**src/hdl/ucrh_pkg.sv**
```systemverilog
// ----------------------------------------------------------------------------
// ucrh_pkg
// Shared types and codes for the USB control request handler: event and
// response codes, standard request codes, and the word and result structs.
// ----------------------------------------------------------------------------
package ucrh_pkg;

  // largest setup packet the control endpoint takes
  localparam logic [6:0] CTRL_PACKET_BYTES = 7'd64;
  // a setup packet shorter than this many bytes is stalled
  localparam logic [6:0] SETUP_BYTES       = 7'd8;

  // configuration register indexes
  localparam logic [1:0] REG_DEVICE_DESC_LEN = 2'd0;
  localparam logic [1:0] REG_CONFIG_DESC_LEN = 2'd1;
  localparam logic [1:0] REG_CONFIG_COUNT    = 2'd2;
  localparam logic [1:0] REG_INTERFACE_COUNT = 2'd3;

  typedef enum logic [1:0] {
    OP_SETUP     = 2'd0,
    OP_BUS_RESET = 2'd1,
    OP_OUT_DONE  = 2'd2,
    OP_IN_DONE   = 2'd3
  } opcode_t;

  typedef enum logic [1:0] {
    ST_DEFAULT    = 2'd0,
    ST_ADDRESSED  = 2'd1,
    ST_CONFIGURED = 2'd2
  } dev_state_t;

  typedef enum logic [2:0] {
    RSP_NONE    = 3'd0,
    RSP_STALL   = 3'd1,
    RSP_STATUS  = 3'd2,
    RSP_DATA    = 3'd3,
    RSP_RXSTART = 3'd4
  } resp_t;

  // recipient field of bmRequestType
  localparam logic [4:0] RCPT_DEVICE    = 5'd0;
  localparam logic [4:0] RCPT_INTERFACE = 5'd1;
  localparam logic [4:0] RCPT_ENDPOINT  = 5'd2;

  // type field of bmRequestType
  localparam logic [1:0] TYPE_CLASS = 2'd1;

  // standard request codes
  localparam logic [7:0] REQ_GET_STATUS        = 8'd0;
  localparam logic [7:0] REQ_CLEAR_FEATURE     = 8'd1;
  localparam logic [7:0] REQ_SET_FEATURE       = 8'd3;
  localparam logic [7:0] REQ_SET_ADDRESS       = 8'd5;
  localparam logic [7:0] REQ_GET_DESCRIPTOR    = 8'd6;
  localparam logic [7:0] REQ_GET_CONFIGURATION = 8'd8;
  localparam logic [7:0] REQ_SET_CONFIGURATION = 8'd9;

  // descriptor types
  localparam logic [7:0] DESC_DEVICE      = 8'd1;
  localparam logic [7:0] DESC_CONFIG      = 8'd2;
  localparam logic [7:0] DESC_STRING      = 8'd3;
  localparam logic [7:0] DESC_QUALIFIER   = 8'd6;
  localparam logic [7:0] DESC_OTHER_SPEED = 8'd7;

  // endpoint 0 IN address and the status reply length
  localparam logic [7:0]  EP0_IN_ADDR    = 8'h80;
  localparam logic [15:0] STATUS_REPLY_LEN = 16'd2;

  typedef struct packed {
    logic [1:0]  opcode;
    logic [3:0]  endpoint_number;
    logic [6:0]  packet_size;
    logic [7:0]  request_type;
    logic [7:0]  request_code;
    logic [15:0] request_value;
    logic [15:0] request_index;
    logic [15:0] request_length;
    logic [7:0]  string_length;
    logic        class_init_ok;
    logic        class_setup_ok;
  } item_t;

  typedef struct packed {
    resp_t       response;
    logic [15:0] transmit_length;
    logic        address_load;
    logic [6:0]  new_address;
    logic        class_init_request;
    logic        class_deinit_request;
    logic [7:0]  released_config;
    logic        class_forward;
    logic        halt_clear;
    dev_state_t  device_state;
    logic [7:0]  selected_config;
  } result_t;

  typedef struct packed {
    logic [7:0]  device_desc_len;
    logic [15:0] config_desc_len;
    logic [7:0]  config_count;
    logic [7:0]  interface_count;
  } cfg_t;

endpackage

```
**src/hdl/ucrh_decode.sv**
```systemverilog
// ----------------------------------------------------------------------------
// ucrh_decode
// Decodes one control endpoint word against the device state and the
// configuration registers; gives the result and the next device state.
// ----------------------------------------------------------------------------
module ucrh_decode #(
  parameter logic [6:0] CONTROL_PACKET_BYTES = ucrh_pkg::CTRL_PACKET_BYTES
) (
  input  ucrh_pkg::item_t      item,
  input  ucrh_pkg::cfg_t       cfg,
  input  ucrh_pkg::dev_state_t state,
  input  logic [7:0]           config_cur,
  output ucrh_pkg::result_t    res,
  output ucrh_pkg::dev_state_t state_next,
  output logic [7:0]           config_next
);
  import ucrh_pkg::*;

  logic        ep0;
  logic        setup_bad;
  logic [7:0]  desc_kind;
  logic [15:0] desc_len;
  logic [7:0]  cfg_idx;
  logic [7:0]  ep_addr;
  logic        feat_halt;

  assign ep0       = (item.endpoint_number == 4'd0);
  assign setup_bad = !ep0 || (item.packet_size < SETUP_BYTES) ||
                     (item.packet_size > CONTROL_PACKET_BYTES);
  assign desc_kind = item.request_value[15:8];
  assign cfg_idx   = item.request_value[7:0];
  assign ep_addr   = item.request_index[7:0];
  assign feat_halt = (item.request_value == 16'd0);

  // pick the descriptor length by type
  always_comb begin
    case (desc_kind)
      DESC_DEVICE: desc_len = {8'd0, cfg.device_desc_len};
      DESC_CONFIG: desc_len = cfg.config_desc_len;
      DESC_STRING: desc_len = {8'd0, item.string_length};
      default:     desc_len = 16'd0;
    endcase
  end

  // decode the word
  always_comb begin
    res                 = '0;
    res.response        = RSP_NONE;
    state_next          = state;
    config_next         = config_cur;
    case (opcode_t'(item.opcode))
      OP_SETUP: begin
        if (setup_bad) begin
          res.response = RSP_STALL;
        end else begin
          case (item.request_type[4:0])
            RCPT_DEVICE: begin
              case (item.request_code)
                REQ_GET_DESCRIPTOR: begin
                  // stall an absent string or an unknown type
                  if (!(desc_kind inside {DESC_DEVICE, DESC_CONFIG, DESC_STRING,
                                          DESC_QUALIFIER, DESC_OTHER_SPEED}) ||
                      (desc_kind == DESC_STRING && item.string_length == 8'd0)) begin
                    res.response = RSP_STALL;
                  end
                  // clip the length to wLength
                  if (desc_len != 16'd0 && item.request_length != 16'd0) begin
                    res.response        = RSP_DATA;
                    res.transmit_length = (desc_len < item.request_length) ?
                                          desc_len : item.request_length;
                  end
                end
                REQ_SET_ADDRESS: begin
                  if (item.request_index != 16'd0 || item.request_length != 16'd0 ||
                      state == ST_CONFIGURED) begin
                    res.response = RSP_STALL;
                  end else begin
                    config_next      = 8'd0;
                    res.address_load = 1'b1;
                    res.new_address  = item.request_value[6:0];
                    res.response     = RSP_STATUS;
                    state_next       = (item.request_value[6:0] != 7'd0) ?
                                       ST_ADDRESSED : ST_DEFAULT;
                  end
                end
                REQ_SET_CONFIGURATION: begin
                  if (cfg_idx > cfg.config_count) begin
                    res.response = RSP_STALL;
                  end else if (state == ST_ADDRESSED) begin
                    res.response = RSP_STATUS;
                    if (cfg_idx != 8'd0) begin
                      config_next            = cfg_idx;
                      state_next             = ST_CONFIGURED;
                      res.class_init_request = 1'b1;
                      if (!item.class_init_ok) res.response = RSP_STALL;
                    end
                  end else if (state == ST_CONFIGURED) begin
                    res.response = RSP_STATUS;
                    if (cfg_idx == 8'd0) begin
                      res.class_deinit_request = 1'b1;
                      res.released_config      = config_cur;
                      config_next              = 8'd0;
                      state_next               = ST_ADDRESSED;
                    end else if (cfg_idx != config_cur) begin
                      // release the old configuration, keep the new one even if refused
                      res.class_deinit_request = 1'b1;
                      res.released_config      = config_cur;
                      config_next              = cfg_idx;
                      res.class_init_request   = 1'b1;
                      if (!item.class_init_ok) res.response = RSP_STALL;
                    end
                  end else begin
                    res.response = RSP_STALL;
                  end
                end
                REQ_GET_CONFIGURATION, REQ_CLEAR_FEATURE: begin
                  res.response = RSP_NONE;
                end
                REQ_SET_FEATURE: begin
                  res.response = RSP_STATUS;
                end
                REQ_GET_STATUS: begin
                  if (state == ST_ADDRESSED || state == ST_CONFIGURED) begin
                    res.response        = RSP_DATA;
                    res.transmit_length = STATUS_REPLY_LEN;
                  end else begin
                    res.response = RSP_STALL;
                  end
                end
                default: res.response = RSP_STALL;
              endcase
            end
            RCPT_INTERFACE: begin
              // hand the request to the class driver when the device is configured and the interface exists
              if (state == ST_CONFIGURED && item.request_index[7:0] < cfg.interface_count) begin
                res.class_forward = 1'b1;
                if (!item.class_setup_ok) res.response = RSP_STALL;
              end else begin
                res.response = RSP_STALL;
              end
            end
            RCPT_ENDPOINT: begin
              if (item.request_type[6:5] == TYPE_CLASS) begin
                res.class_forward = 1'b1;
              end else if (item.request_code == REQ_SET_FEATURE) begin
                if (state == ST_ADDRESSED) begin
                  if (ep_addr != 8'd0 && ep_addr != EP0_IN_ADDR) res.response = RSP_STALL;
                end else if (state == ST_CONFIGURED) begin
                  if (feat_halt && ep_addr != 8'd0 && ep_addr != EP0_IN_ADDR) begin
                    res.response = RSP_STALL;
                  end else begin
                    res.class_forward = 1'b1;
                  end
                end else begin
                  res.response = RSP_STALL;
                end
              end else if (item.request_code == REQ_CLEAR_FEATURE ||
                           item.request_code == REQ_GET_STATUS) begin
                if (state == ST_ADDRESSED) begin
                  if (ep_addr[6:0] != 7'd0) res.response = RSP_STALL;
                end else if (state == ST_CONFIGURED) begin
                  if (feat_halt && ep_addr[6:0] != 7'd0) begin
                    res.halt_clear    = 1'b1;
                    res.class_forward = 1'b1;
                  end
                end else begin
                  res.response = RSP_STALL;
                end
              end
            end
            default: res.response = RSP_STALL;
          endcase
        end
      end
      OP_BUS_RESET: begin
        // drop to default, keep the configuration index
        state_next = ST_DEFAULT;
      end
      OP_OUT_DONE: begin
        if (ep0) res.response = RSP_STATUS;
      end
      OP_IN_DONE: begin
        if (ep0) res.response = RSP_RXSTART;
      end
      default: res.response = RSP_NONE;
    endcase
    res.device_state    = state_next;
    res.selected_config = config_next;
  end

endmodule

```
**src/hdl/usb_control_request_handler.sv**
```systemverilog
// ----------------------------------------------------------------------------
// usb_control_request_handler
// Standard control request handler for endpoint 0: tracks device state and
// the selected configuration and answers each endpoint event with one action.
// ----------------------------------------------------------------------------
// Usage:
//   Input channel (in_valid/in_ready) carries one event word: a setup packet,
//   a bus reset, an OUT-done or an IN-done. Output channel (out_valid/
//   out_ready) carries one result word per event: the endpoint action, the
//   transmit length, and the address, class and halt strobes, plus the
//   device state and configuration after the event.
//   The accepting edge loads the input register; the result register is then
//   loaded from one decode pass once it is free, and out_valid rises with it.
//   An event is taken every cycle while the receiver does not stall; the
//   rate is set by the single decode pass, which reads and updates the
//   state registers in the same cycle.
//   When the receiver stalls, the result register holds and one more word
//   waits in the input register; in_ready drops only when both are full.
//   Reset returns to the default state with configuration 0 and loads the
//   register reset values (device descriptor 18 bytes, config set 0 bytes,
//   one configuration, one interface). The user must write the registers on
//   cfg_write only while the block is idle; the block itself does not enforce it.
// ----------------------------------------------------------------------------
module usb_control_request_handler #(
  parameter logic [6:0] CONTROL_PACKET_BYTES = ucrh_pkg::CTRL_PACKET_BYTES
) (
  input  logic        clk,
  input  logic        rst,
  // configuration write port
  input  logic        cfg_write,
  input  logic [1:0]  cfg_index,
  input  logic [15:0] cfg_data,
  // event channel
  input  logic        in_valid,
  output logic        in_ready,
  input  logic [1:0]  opcode,
  input  logic [3:0]  endpoint_number,
  input  logic [6:0]  packet_size,
  input  logic [7:0]  request_type,
  input  logic [7:0]  request_code,
  input  logic [15:0] request_value,
  input  logic [15:0] request_index,
  input  logic [15:0] request_length,
  input  logic [7:0]  string_length,
  input  logic        class_init_ok,
  input  logic        class_setup_ok,
  // result channel
  output logic        out_valid,
  input  logic        out_ready,
  output logic [2:0]  response,
  output logic [15:0] transmit_length,
  output logic        address_load,
  output logic [6:0]  new_address,
  output logic        class_init_request,
  output logic        class_deinit_request,
  output logic [7:0]  released_config,
  output logic        class_forward,
  output logic        halt_clear,
  output logic [1:0]  device_state,
  output logic [7:0]  selected_config
);
  import ucrh_pkg::*;

  cfg_t       cfg;
  dev_state_t state;
  dev_state_t state_next;
  logic [7:0] config_cur;
  logic [7:0] config_next;

  item_t      in_word;
  item_t      s1_item;
  logic       s1_valid;
  result_t    res_next;
  result_t    res;
  logic       out_free;
  logic       advance;

  // hand-off between stages
  assign out_free = !out_valid || out_ready;
  assign advance  = s1_valid && out_free;
  assign in_ready = !s1_valid || out_free;

  assign in_word = '{
    opcode:          opcode,
    endpoint_number: endpoint_number,
    packet_size:     packet_size,
    request_type:    request_type,
    request_code:    request_code,
    request_value:   request_value,
    request_index:   request_index,
    request_length:  request_length,
    string_length:   string_length,
    class_init_ok:   class_init_ok,
    class_setup_ok:  class_setup_ok
  };

  // write configuration registers
  always_ff @(posedge clk) begin
    if (rst) begin
      cfg.device_desc_len <= 8'd18;
      cfg.config_desc_len <= 16'd0;
      cfg.config_count    <= 8'd1;
      cfg.interface_count <= 8'd1;
    end else if (cfg_write) begin
      case (cfg_index)
        REG_DEVICE_DESC_LEN: cfg.device_desc_len <= cfg_data[7:0];
        REG_CONFIG_DESC_LEN: cfg.config_desc_len <= cfg_data;
        REG_CONFIG_COUNT:    cfg.config_count    <= cfg_data[7:0];
        REG_INTERFACE_COUNT: cfg.interface_count <= cfg_data[7:0];
        default: ;
      endcase
    end
  end

  // hold the accepted word
  always_ff @(posedge clk) begin
    if (rst) begin
      s1_valid <= 1'b0;
    end else if (in_ready) begin
      s1_valid <= in_valid;
    end
  end

  always_ff @(posedge clk) begin
    if (in_valid && in_ready) begin
      s1_item <= in_word;
    end
  end

  ucrh_decode #(
    .CONTROL_PACKET_BYTES(CONTROL_PACKET_BYTES)
  ) u_decode (
    .item       (s1_item),
    .cfg        (cfg),
    .state      (state),
    .config_cur (config_cur),
    .res        (res_next),
    .state_next (state_next),
    .config_next(config_next)
  );

  // advance device state with each decoded word
  always_ff @(posedge clk) begin
    if (rst) begin
      state      <= ST_DEFAULT;
      config_cur <= 8'd0;
    end else if (advance) begin
      state      <= state_next;
      config_cur <= config_next;
    end
  end

  // load the result register
  always_ff @(posedge clk) begin
    if (rst) begin
      out_valid <= 1'b0;
    end else if (out_free) begin
      out_valid <= s1_valid;
    end
  end

  always_ff @(posedge clk) begin
    if (advance) begin
      res <= res_next;
    end
  end

  assign response             = res.response;
  assign transmit_length      = res.transmit_length;
  assign address_load         = res.address_load;
  assign new_address          = res.new_address;
  assign class_init_request   = res.class_init_request;
  assign class_deinit_request = res.class_deinit_request;
  assign released_config      = res.released_config;
  assign class_forward        = res.class_forward;
  assign halt_clear           = res.halt_clear;
  assign device_state         = res.device_state;
  assign selected_config      = res.selected_config;

endmodule
```
**config.mk**
```make
export PLATFORM = sky130hd
export DESIGN_NAME = usb_control_request_handler
export DESIGN_NICKNAME = d
export VERILOG_FILES = /design/src/hdl/ucrh_pkg.sv /design/src/hdl/ucrh_decode.sv /design/src/hdl/usb_control_request_handler.sv
export SDC_FILE = /design/constraint.sdc
export NUM_CORES = 1
export LEC_CHECK = 0
export BUFFER_PORTS_ARGS = -buffer_cell sky130_fd_sc_hd__buf_2
export CORE_ASPECT_RATIO = 2
export CORE_MARGIN = 3
export CORE_UTILIZATION = 55
export CTS_CLUSTER_DIAMETER = 40
export DETAILED_ROUTE_END_ITERATION = 8
export PLACE_DENSITY_LB_ADDON = 0.25
export RECOVER_POWER = 100
export SYNTH_ARGS = -nofsm -noshare
export SYNTH_HDL_FRONTEND = slang
export SYNTH_HIERARCHICAL = 1
export SYNTH_SLANG_ARGS = --single-unit
```
**constraint.sdc**
```tcl
create_clock -name clk -period 7.8 [get_ports clk]
set_input_delay 1.56 -clock clk [delete_from_list [all_inputs] [get_ports clk]]
set_output_delay 1.56 -clock clk [all_outputs]
set_load 0.01 [all_outputs]
```
==> results of run 1 <==
## critical path, cell delays in order
cell	delay, ps
sky130_fd_sc_hd__buf_2	80
sky130_fd_sc_hd__nor2b_1	110
sky130_fd_sc_hd__a21oi_4	170
sky130_fd_sc_hd__clkbuf_1	3340
## registers in the layout, indices dropped and copies added (netlist names), 3 cells and up
name and cells:
cfg 40, response 3, config_cur 8, new_address 7, s1_item 86, transmit_length 16
released_config 8, selected_config 8
## per-layer routing
layer | share of wire | up-vias | wire length [µm] | track usage
li1 | - | 2934 | - | -
met1 | 0.37 | 2876 | 7040 | 0.251
met2 | 0.55 | 221 | 10500 | 0.420
met3 | 0.045 | 42 | 868 | 0.0396
met4 | 0.036 | 0 | 697 | 0.105
met5 | 0 | - | 0 | 0
## path summary, 6_finish.rpt
| kind | endpoint | cells past startpoint | from | slack [ps] |
|---|---|---|---|---|
| max | s1_item[1] | 4 | out_ready | 2400 |
| min | cfg[10] | 2 | cfg[10] | 460 |
| max reg2reg | transmit_length[7] | 11 | s1_item[51] | 3170 |
| min reg2reg | cfg[10] | 2 | cfg[10] | 460 |
## per-stage QoR
stage / utilization / setup WS [ps] / hold WS [ps] / cells / area, µm²
detailed placement: 0.624 / 3640 / 452 / 1050 / 9400
global placement: 0.624 / 3770 / 448 / 1050 / 9400
CTS: 0.661 / 3650 / 460 / 1082 / 9950
finish: 0.654 / 2400 / 459 / 1082 / 9840
global route: 0.654 / 2000 / 488 / 1082 / 9840
floorplan: - / 1430 / 436 / 728 / 8550
## report_power, final
part	total (mW)	switching, mW	internal (mW)
Sequential	1.15	0.0293	1.12
Combinational	0.138	0.0810	0.0573
Clock	0.797	0.358	0.440
Total	2.08	0.468	1.62
## cell type report
class	instances	area share
multi-input cells	470	0.313
clock inverters	14	0.0122
inverters	36	0.0137
flip-flops and latches	187	0.518
clock buffers	18	0.0436
repair buffers	162	0.0753
well taps	195	0.0248
## placed cells by master, fill, tap and decap left out, types with 3 or more instances in the layout
cell                        count
sky130_fd_sc_hd__nand3_1        4
sky130_fd_sc_hd__ha_1          31
sky130_fd_sc_hd__nor4_1        18
sky130_fd_sc_hd__or4_1          4
sky130_fd_sc_hd__a21oi_2        8
sky130_fd_sc_hd__mux2_2         7
sky130_fd_sc_hd__o21a_1         3
sky130_fd_sc_hd__and3_1         4
sky130_fd_sc_hd__a21oi_1       43
sky130_fd_sc_hd__clkbuf_16     17
sky130_fd_sc_hd__o221ai_1       3
sky130_fd_sc_hd__clkbuf_1      57
sky130_fd_sc_hd__buf_2        106
sky130_fd_sc_hd__nor2_1        55
sky130_fd_sc_hd__inv_1         36
sky130_fd_sc_hd__clkinv_1       4
sky130_fd_sc_hd__xor2_1         8
sky130_fd_sc_hd__a31oi_1        4
sky130_fd_sc_hd__and2_0        17
sky130_fd_sc_hd__nor2b_1        8
sky130_fd_sc_hd__nand4_1        8
sky130_fd_sc_hd__and4_1         4
sky130_fd_sc_hd__a22o_1         8
sky130_fd_sc_hd__nand2b_1      25
sky130_fd_sc_hd__dfxtp_1       52
sky130_fd_sc_hd__a22oi_1        6
sky130_fd_sc_hd__a211oi_1       3
sky130_fd_sc_hd__clkinv_4       5
sky130_fd_sc_hd__and2_1         9
sky130_fd_sc_hd__nor3_1        17
sky130_fd_sc_hd__inv_6          3
sky130_fd_sc_hd__mux2i_1       32
sky130_fd_sc_hd__nand2_1       84
sky130_fd_sc_hd__edfxtp_1     135
sky130_fd_sc_hd__a21o_1         6
sky130_fd_sc_hd__o21ai_0        8
==> flow_metrics.py, run 1 <==
metrics = {
    "run_status": {
        "result_of_the_run": "complete, but fails checks",
        "violations": "max-capacitance violations, max-slew violations",
    },
    "global_route": {
        "grt.overflow.total": 0,
        "grt_pass1_wl_um": 30400,
        "grt_util_all_layers": 0.229,
        "antenna_found_initial": 0,
        "grt_pass1_vias": 6209,
        "pin_count_of_the_biggest_net_entering_global_routing": 87,
    },
    "clock_network": {
        "clk-insertion-delay-late_ps": 430,
        "cts.reportedPaths.clkPinSlew_ps": 60,
        "ctsHoldBuffers": 0,
        "h-tree-depth": 4,
        "cts_tree": "yes",
        "clk_root_buffer_cell": "sky130_fd_sc_hd__clkbuf_16",
        "cts_num_sinks": 187,
        "clk_path_buf_depth": 2,
        "cts_buffers": 17,
        "postCtsSetupBuffers": 0,
        "ctsResizeCount": 0,
    },
    "final_layout": {
        "post_layout_nets": 1015,
        "antenna_cells": 0,
        "area_of_combinational_cells_with_multiple_inputs_um2": 3080,
        "post_route_cells_drive_above_1_share": 0.177,
        "ff_latch_area_um2": 5090,
        "area.growth.synth_to_final_pct": 15.2,
        "fill_cells": 1224,
    },
    "timing": {
        "tightestPinTransition_ps": 4760,
        "layout_min_cycle_time_ps": 5400,
        "final_hold_viol_count": 0,
        "report.final.slew_viol_count": 214,
        "fmaxAchievable_ghz": 0.185,
        "worst_clock_skew_ps": 14.4,
        "final_min_period_over_clock_period": 0.692,
        "max_slew_headroom_at_the_worst_pin": -2.18,
        "tns_ps": 0,
        "finalSetupViolations": 0,
        "rsz_0062_raised_after_global_routing": "no",
    },
    "floorplanning": {
        "initial_utilization": 0.568,
        "design.portCount": 161,
        "placement_rows": 63,
        "fp.dieW_um": 94.1,
        "core_area_um2": 15100,
        "fp.dieH_um": 182,
        "dieArea_um2": 17200,
    },
    "placed_design": {
        "numPortBuffers": 159,
        "detailed_place_hpwl_um": 14100,
        "place.gp.congestion": 0.928,
    },
    "yosys": {
        "synthCells": 728,
        "synthesis.area_um2": 8550,
        "synth_warn": 6,
        "avgSynthCellArea_um2": 11.7,
        "number_of_nets_produced_by_synthesis": 869,
    },
    "detailed_routing": {
        "drt-total-wl_um": 19200,
        "routed_wire_length_per_instance_um": 17.7,
        "drt_pre_antenna_iters": 5,
        "drtIter0Drc": 308,
        "detailroute.via_count": 6073,
        "route.detailed.vias_per_inst": 5.61,
        "count_of_antenna_violating_nets_left_after_detailed_routing": 0,
        "route.detailed.drc": 0,
    },
    "worst_setup_path": {
        "endpoint_kind": "register",
        "worstPathRequired_ps": 7700,
        "critPathKind": "in -> reg",
        "worst_setup_path_start_kind": "input port",
        "critPathArrivalTime_ps": 5300,
        "crit_path_max_fanout": 86,
    },
    "power": {
        "totalPowerFinal_mw": 2.08,
        "p_leak_nw": 3.69,
        "power.ir.vdd_worst_mv": 0.147,
        "power_per_cell_area_nw_per_um2": 212,
    },
    "min_path": {
        "holdCritPathClass": "reg -> reg",
    },
    "flow_run": {
        "maxCapViolCount": 3,
    },
}
(Power assumes the default switching activity.)
==> run 2: changes to the inputs <==
- ABC_AREA: not set -> 1
- clock period: 7.8 -> 5.1 ns (I/O delays scaled with it)
==> run 2 against run 1 <==
Against the previous run: the flow still finishes with violations (max-capacitance violations, max-slew violations); die area is 6.4% higher; register-to-register slack worse by 2200 ps; first-iteration DRC count is 44% higher; synthesized cell count is 39% higher; final area is 6.4% higher; sequential share of layout area is 3.1 points lower; area after synthesis is 6.8% higher; critical path depth is 1 lower; clock power is 74% higher; power is 64% higher; wire length is 5.4% higher; critical path type is now reg -> reg; critical endpoint is now transmit_length[3]; largest cell class unchanged.
==> flow_metrics.py, run 2 <==
metrics = {
    "timing": {
        "layout_min_cycle_time_ps": 4100,
        "fmaxAchievable_ghz": 0.244,
        "final_hold_viol_count": 0,
        "tightestPinTransition_ps": 3000,
        "rsz_0062_raised_after_global_routing": "no",
        "final_min_period_over_clock_period": 0.803,
        "tns_ps": 0,
        "report.final.slew_viol_count": 80,
        "max_slew_headroom_at_the_worst_pin": -0.998,
        "whs_ps": 457,
        "worst_clock_skew_ps": 12.1,
        "finalSetupViolations": 0,
    },
    "final_layout": {
        "largest_register_ffs": 86,
        "fill_cells": 1418,
        "post_layout_nets": 1302,
        "ff_latch_area_um2": 5090,
        "final_core_util": 0.644,
        "register_with_the_highest_flop_count": "s1_item",
        "area.growth.synth_to_final_pct": 14.7,
        "area_of_combinational_cells_with_multiple_inputs_um2": 3070,
        "layout.cells.most_common": "sky130_fd_sc_hd__nand2_1",
        "post_route_cells_drive_above_1_share": 0.152,
        "layout.cells.most_common_list": "sky130_fd_sc_hd__nand2_1, sky130_fd_sc_hd__nor2_1, sky130_fd_sc_hd__inv_1",
        "layoutNonFillerInstCount": 1379,
    },
    "yosys": {
        "synth_warn": 6,
        "synthesis.area_um2": 9120,
        "avgSynthCellArea_um2": 9.01,
        "number_of_nets_produced_by_synthesis": 1154,
        "synthCells": 1013,
    },
    "clock_network": {
        "h-tree-depth": 4,
        "postCtsSetupBuffers": 0,
        "clk_path_buf_depth": 2,
        "cts_num_sinks": 187,
        "cts_tree": "yes",
        "ctsResizeCount": 0,
        "clk_root_buffer_cell": "sky130_fd_sc_hd__clkbuf_16",
        "cts.reportedPaths.clkPinSlew_ps": 70,
        "clk-insertion-delay-late_ps": 430,
        "cts_buffers": 17,
        "ctsHoldBuffers": 0,
    },
    "placed_design": {
        "detailed_place_hpwl_um": 14800,
        "placed_cells": 1346,
        "numPortBuffers": 159,
        "place.gp.congestion": 0.904,
    },
    "global_route": {
        "grt_pass1_wl_um": 32200,
        "antenna_found_initial": 1,
        "grt_pass1_vias": 7079,
        "grt.overflow.total": 0,
        "grt_util_all_layers": 0.222,
        "pin_count_of_the_biggest_net_entering_global_routing": 50,
    },
    "detailed_routing": {
        "route.detailed.vias_per_inst": 5.13,
        "route.detailed.drc": 0,
        "drt_pre_antenna_iters": 4,
        "count_of_antenna_violating_nets_left_after_detailed_routing": 0,
        "drt-total-wl_um": 20200,
        "drtIter0Drc": 443,
        "detailroute.via_count": 7079,
        "routed_wire_length_per_instance_um": 14.6,
    },
    "power": {
        "totalPowerFinal_mw": 3.41,
        "power.ir.vdd_worst_mv": 0.242,
        "power_per_cell_area_nw_per_um2": 326,
        "p_leak_nw": 4.57,
    },
    "worst_setup_path": {
        "worst_path_max_delay_cell": "sky130_fd_sc_hd__a21oi_1",
        "critPathKind": "reg -> reg",
        "path_cells": "inv_1 -> a21oi_1 -> buf_4",
        "worst_setup_path_start_kind": "register",
        "crit_path_max_fanout": 33,
        "cpLargestDelayFamily": "compound AO/OA/AOI/OAI gates",
        "critPathMaxStageDelay_ps": 2230,
        "timing.critical_path.buf_inv": 2,
        "worstPathRequired_ps": 5210,
        "endpoint_kind": "register",
        "critPathArrivalTime_ps": 4210,
    },
    "run_status": {
        "violations": "max-capacitance violations, max-slew violations",
        "result_of_the_run": "complete, but fails checks",
    },
    "floorplanning": {
        "design.portCount": 161,
        "dieArea_um2": 18300,
        "fp.dieW_um": 97.1,
        "fp.dieH_um": 188,
        "placement_rows": 66,
        "initial_utilization": 0.561,
        "core_area_um2": 16300,
    },
    "flow_run": {
        "maxCapViolCount": 2,
    },
    "min_path": {
        "holdCritPathClass": "reg -> reg",
    },
}
[run 2: changes by cell type in the layout (fill, tap and decap cells not counted), sizes merged, moves of 11 or more]
cell    previous run  this run
and2              26         0
inv               39       177
mux2i             32         0
nand2             84       199
nand2b            25         0
nand3              4        56
nor2              55       187
nor4              18         7
o21ai              8        38
[run 2: per-layer routing]
layer | routed length (µm) | up-vias | global-route usage | part of all wire
li1 | - | 3563 | - | -
met1 | 7560 | 3222 | 0.229 | 0.37
met2 | 10700 | 237 | 0.410 | 0.53
met3 | 1090 | 57 | 0.0432 | 0.054
met4 | 851 | 0 | 0.125 | 0.042
met5 | 0 | - | 0 | 0
[run 2: final timing paths]
check	end	depth (start not counted)	start	slack [ps]
min	cfg[0]	2	cfg[0]	460
min reg2reg	cfg[0]	2	cfg[0]	460
max	transmit_length[3]	3	s1_valid	1000
max reg2reg	transmit_length[3]	3	s1_valid	1000
[run 2: area by class of cell]
class	instances	share of cell area
antenna	1	0.000239
clock buffer	20	0.0446
clock inverter	12	0.0153
inverter	175	0.0629
multi-input combinational	616	0.293
sequential	187	0.487
tap	204	0.0244
timing repair buffer	164	0.0730
[run 2: worst min-delay path: stages (launching register included)]
cell and delay, ps:
sky130_fd_sc_hd__dfxtp_1 310, sky130_fd_sc_hd__nand2_1 60, sky130_fd_sc_hd__nand2_1 50
[run 2: power by group]
group          internal [mW]  total [mW]  leakage (nW)  switching, mW
Sequential              1.71        1.76          1.75         0.0417
Combinational         0.0960       0.268          2.52          0.172
Clock                  0.816        1.39         0.304          0.571
[run 2: stage by stage]
stage / cell area, µm² / worst slack [ps]
floorplan: 9120 / 1170
detailed placement: 9990 / 1410
global placement: 9990 / 1450
global route: 10500 / 512
finish: 10500 / 1000
CTS: 10600 / 1360
==> run 3: changes to the inputs <==
- ABC_AREA: 1 -> 0
- clock period: 5.1 -> 3.87 ns (I/O delays scaled with it)
==> run 3 against run 2 <==
Against the previous run: the flow still finishes with violations (max-capacitance violations, max-slew violations); critical path depth increased by 6; via count decreased by 14%; core utilization up 1.6 points; wire length shrank 6.5%; non-clock buffer count is 5 higher; combinational power rose by 6%; clock power increased by 20%; final cell count down 21%; count of clock-buffer cells in the layout shrank 2; die area shrank 6.0%; critical endpoint is now config_cur[4]; largest cell class unchanged; highest routed layer unchanged.
==> flow_metrics.py, run 3 (synthesis gave the netlist of run 1 again) <==
metrics = {
    "worst_setup_path": {
        "cpLargestDelayFamily": "simple AND/OR/NAND/NOR gates",
        "critPathMaxStageDelay_ps": 840,
        "worst_path_max_delay_cell": "sky130_fd_sc_hd__nor4_1",
        "critPathKind": "reg -> reg",
        "critPathArrivalTime_ps": 3770,
        "path_cells": "or4_1 -> nor4_1 -> nand4_1 -> nand2_1 -> nand2_1 -> or2_0 -> a22o_1 -> nand2b_1 -> mux2i_1",
        "crit_end": "config_cur[4]",
        "path_common_cell": "sky130_fd_sc_hd__nand2_1",
        "critical_path.reg2reg.startpoint": "s1_item[29]",
        "reg2reg_depth": 9,
        "timing.critical_path.buf_inv": 0,
        "worstPathRequired_ps": 4080,
        "timing.rr.end": "config_cur[4]",
        "worst_setup_path_start_kind": "register",
        "startpoint": "s1_item[29]",
        "regToRegSetupSlack_ps": 320,
        "crit_cells": 9,
        "endpoint_kind": "register",
        "crit_path_max_fanout": 7,
    },
    "global_route": {
        "grt_pass1_wl_um": 30400,
        "pin_count_of_the_biggest_net_entering_global_routing": 87,
        "grt_util_all_layers": 0.228,
        "antenna_found_initial": 0,
        "grt_pass1_vias": 6345,
        "grt.overflow.total": 0,
    },
    "run_status": {
        "violations": "max-capacitance violations, max-slew violations",
        "result_of_the_run": "complete, but fails checks",
    },
    "final_layout": {
        "area.growth.synth_to_final_pct": 16.1,
        "layout.cells.most_common": "sky130_fd_sc_hd__edfxtp_1",
        "post_route_cells_drive_above_1_share": 0.190,
        "final_core_util": 0.659,
        "post_layout_nets": 1022,
        "largest_register_ffs": 86,
        "antenna_cells": 0,
        "register_with_the_highest_flop_count": "s1_item",
        "fill_cells": 1196,
        "layout.cells.most_common_list": "sky130_fd_sc_hd__edfxtp_1, sky130_fd_sc_hd__buf_2, sky130_fd_sc_hd__nand2_1",
    },
    "timing": {
        "layout_min_cycle_time_ps": 3550,
        "report.final.slew_viol_count": 184,
        "tns_ps": 0,
        "worst_clock_skew_ps": 8.36,
        "max_slew_headroom_at_the_worst_pin": -0.945,
        "tightestPinTransition_ps": 2920,
        "fmaxAchievable_ghz": 0.281,
        "rsz_0062_raised_after_global_routing": "no",
        "final_hold_viol_count": 0,
        "final_min_period_over_clock_period": 0.918,
        "finalSetupViolations": 0,
    },
    "power": {
        "p_leak_nw": 3.75,
        "power_switching_share": 0.232,
        "seq_power_share": 0.541,
        "switching_power_mw": 0.987,
        "design_internal_power_mw": 3.27,
        "power_per_cell_area_nw_per_um2": 429,
        "share_comb_of_total_power": 0.067,
        "power.clock.fraction": 0.392,
        "power.ir.vdd_worst_mv": 0.338,
        "totalPowerFinal_mw": 4.25,
    },
    "detailed_routing": {
        "drt_pre_antenna_iters": 4,
        "route.detailed.vias_per_inst": 5.58,
        "routed_wire_length_per_instance_um": 17.3,
        "route.detailed.drc": 0,
        "count_of_antenna_violating_nets_left_after_detailed_routing": 0,
        "drtIter0Drc": 263,
        "drt-total-wl_um": 18900,
        "detailroute.via_count": 6080,
    },
    "floorplanning": {
        "core_area_um2": 15100,
        "placement_rows": 63,
        "design.portCount": 161,
        "fp.dieW_um": 94.1,
        "fp.dieH_um": 182,
        "initial_utilization": 0.568,
        "dieArea_um2": 17200,
    },
    "placed_design": {
        "numPortBuffers": 159,
        "place.gp.congestion": 0.911,
        "detailed_place_hpwl_um": 14200,
    },
    "clock_network": {
        "h-tree-depth": 4,
        "cts_buffers": 17,
        "cts_tree": "yes",
        "clk-insertion-delay-late_ps": 430,
        "cts.reportedPaths.clkPinSlew_ps": 70,
        "ctsHoldBuffers": 0,
        "cts_num_sinks": 187,
        "clk_path_buf_depth": 2,
        "postCtsSetupBuffers": 0,
        "ctsResizeCount": 0,
        "clk_root_buffer_cell": "sky130_fd_sc_hd__clkbuf_16",
    },
    "min_path": {
        "worstHoldStart": "cfg[2]",
        "holdCritPathClass": "reg -> reg",
    },
    "flow_run": {
        "maxCapViolCount": 3,
    },
}
==> run 3: cell types whose count changed in the layout (fill, tap and decap cells not counted), moves of 14 or more <==
| cell | delta |
|---|---|
| sky130_fd_sc_hd__and2_0 | +14 |
| sky130_fd_sc_hd__inv_1 | -131 |
| sky130_fd_sc_hd__mux2i_1 | +32 |
| sky130_fd_sc_hd__nand2_1 | -111 |
| sky130_fd_sc_hd__nand2b_1 | +25 |
| sky130_fd_sc_hd__nand3_1 | -49 |
| sky130_fd_sc_hd__nor2_1 | -125 |
| sky130_fd_sc_hd__o21ai_0 | -25 |
==> run 3: worst min-delay path by stage <==
stage | end | slack, ps | depth (start not counted)
after floorplan | cfg[10] | 440 | 2
after global placement | cfg[2] | 450 | 2
after detailed placement | cfg[9] | 460 | 2
after CTS | cfg[9] | 470 | 2
after global routing | cfg[22] | 480 | 2
final | cfg[2] | 470 | 2
==> run 3: area by class of cell <==
type	instances	area, µm²	area share
sequential	187	5090	0.513
multi-input combinational	470	3080	0.311
timing repair buffer	169	806	0.0812
clock buffer	18	429	0.0432
tap	195	244	0.0246
inverter	36	135	0.0136
clock inverter	14	131	0.0132
==> run 3: power by group through the flow <==
| stage | logic [mW] | clock network (mW) | registers (mW) |
|---|---|---|---|
| floorplan | 0.154 | 0 | 2.34 |
| global placement | 0.280 | 0 | 2.34 |
| detailed placement | 0.293 | 0 | 2.34 |
| CTS | 0.295 | 1.70 | 2.30 |
| global route | 0.317 | 1.78 | 2.31 |
| finish | 0.283 | 1.67 | 2.30 |
==> run 3: metal layers <==
metal | wire (µm) | vias to the layer above | track usage
li1 | - | 2953 | -
met1 | 7030 | 2878 | 0.251
met2 | 10400 | 211 | 0.414
met3 | 876 | 38 | 0.0437
met4 | 607 | 0 | 0.105
met5 | 0 | - | 0
==> run 3: metrics by stage <==
| step | std cells | cell area (µm²) | setup WS, ps | hold slack, ps |
|---|---|---|---|---|
| 4_1_cts | 1089 | 10000 | 425 | 466 |
| 6_report | 1089 | 9920 | 317 | 466 |
| 5_1_grt | 1089 | 9920 | 76.1 | 479 |
| 3_5_place_dp | 1057 | 9480 | 436 | 457 |
| 3_3_place_gp | 1057 | 9480 | 521 | 447 |
| 2_1_floorplan | 728 | 8550 | 221 | 436 |
==> run 3: worst min-delay path, stage by stage, from the launching register on <==
cell and delay, ps:
sky130_fd_sc_hd__dfxtp_1 310, sky130_fd_sc_hd__nand2_1 50, sky130_fd_sc_hd__a21oi_1 60
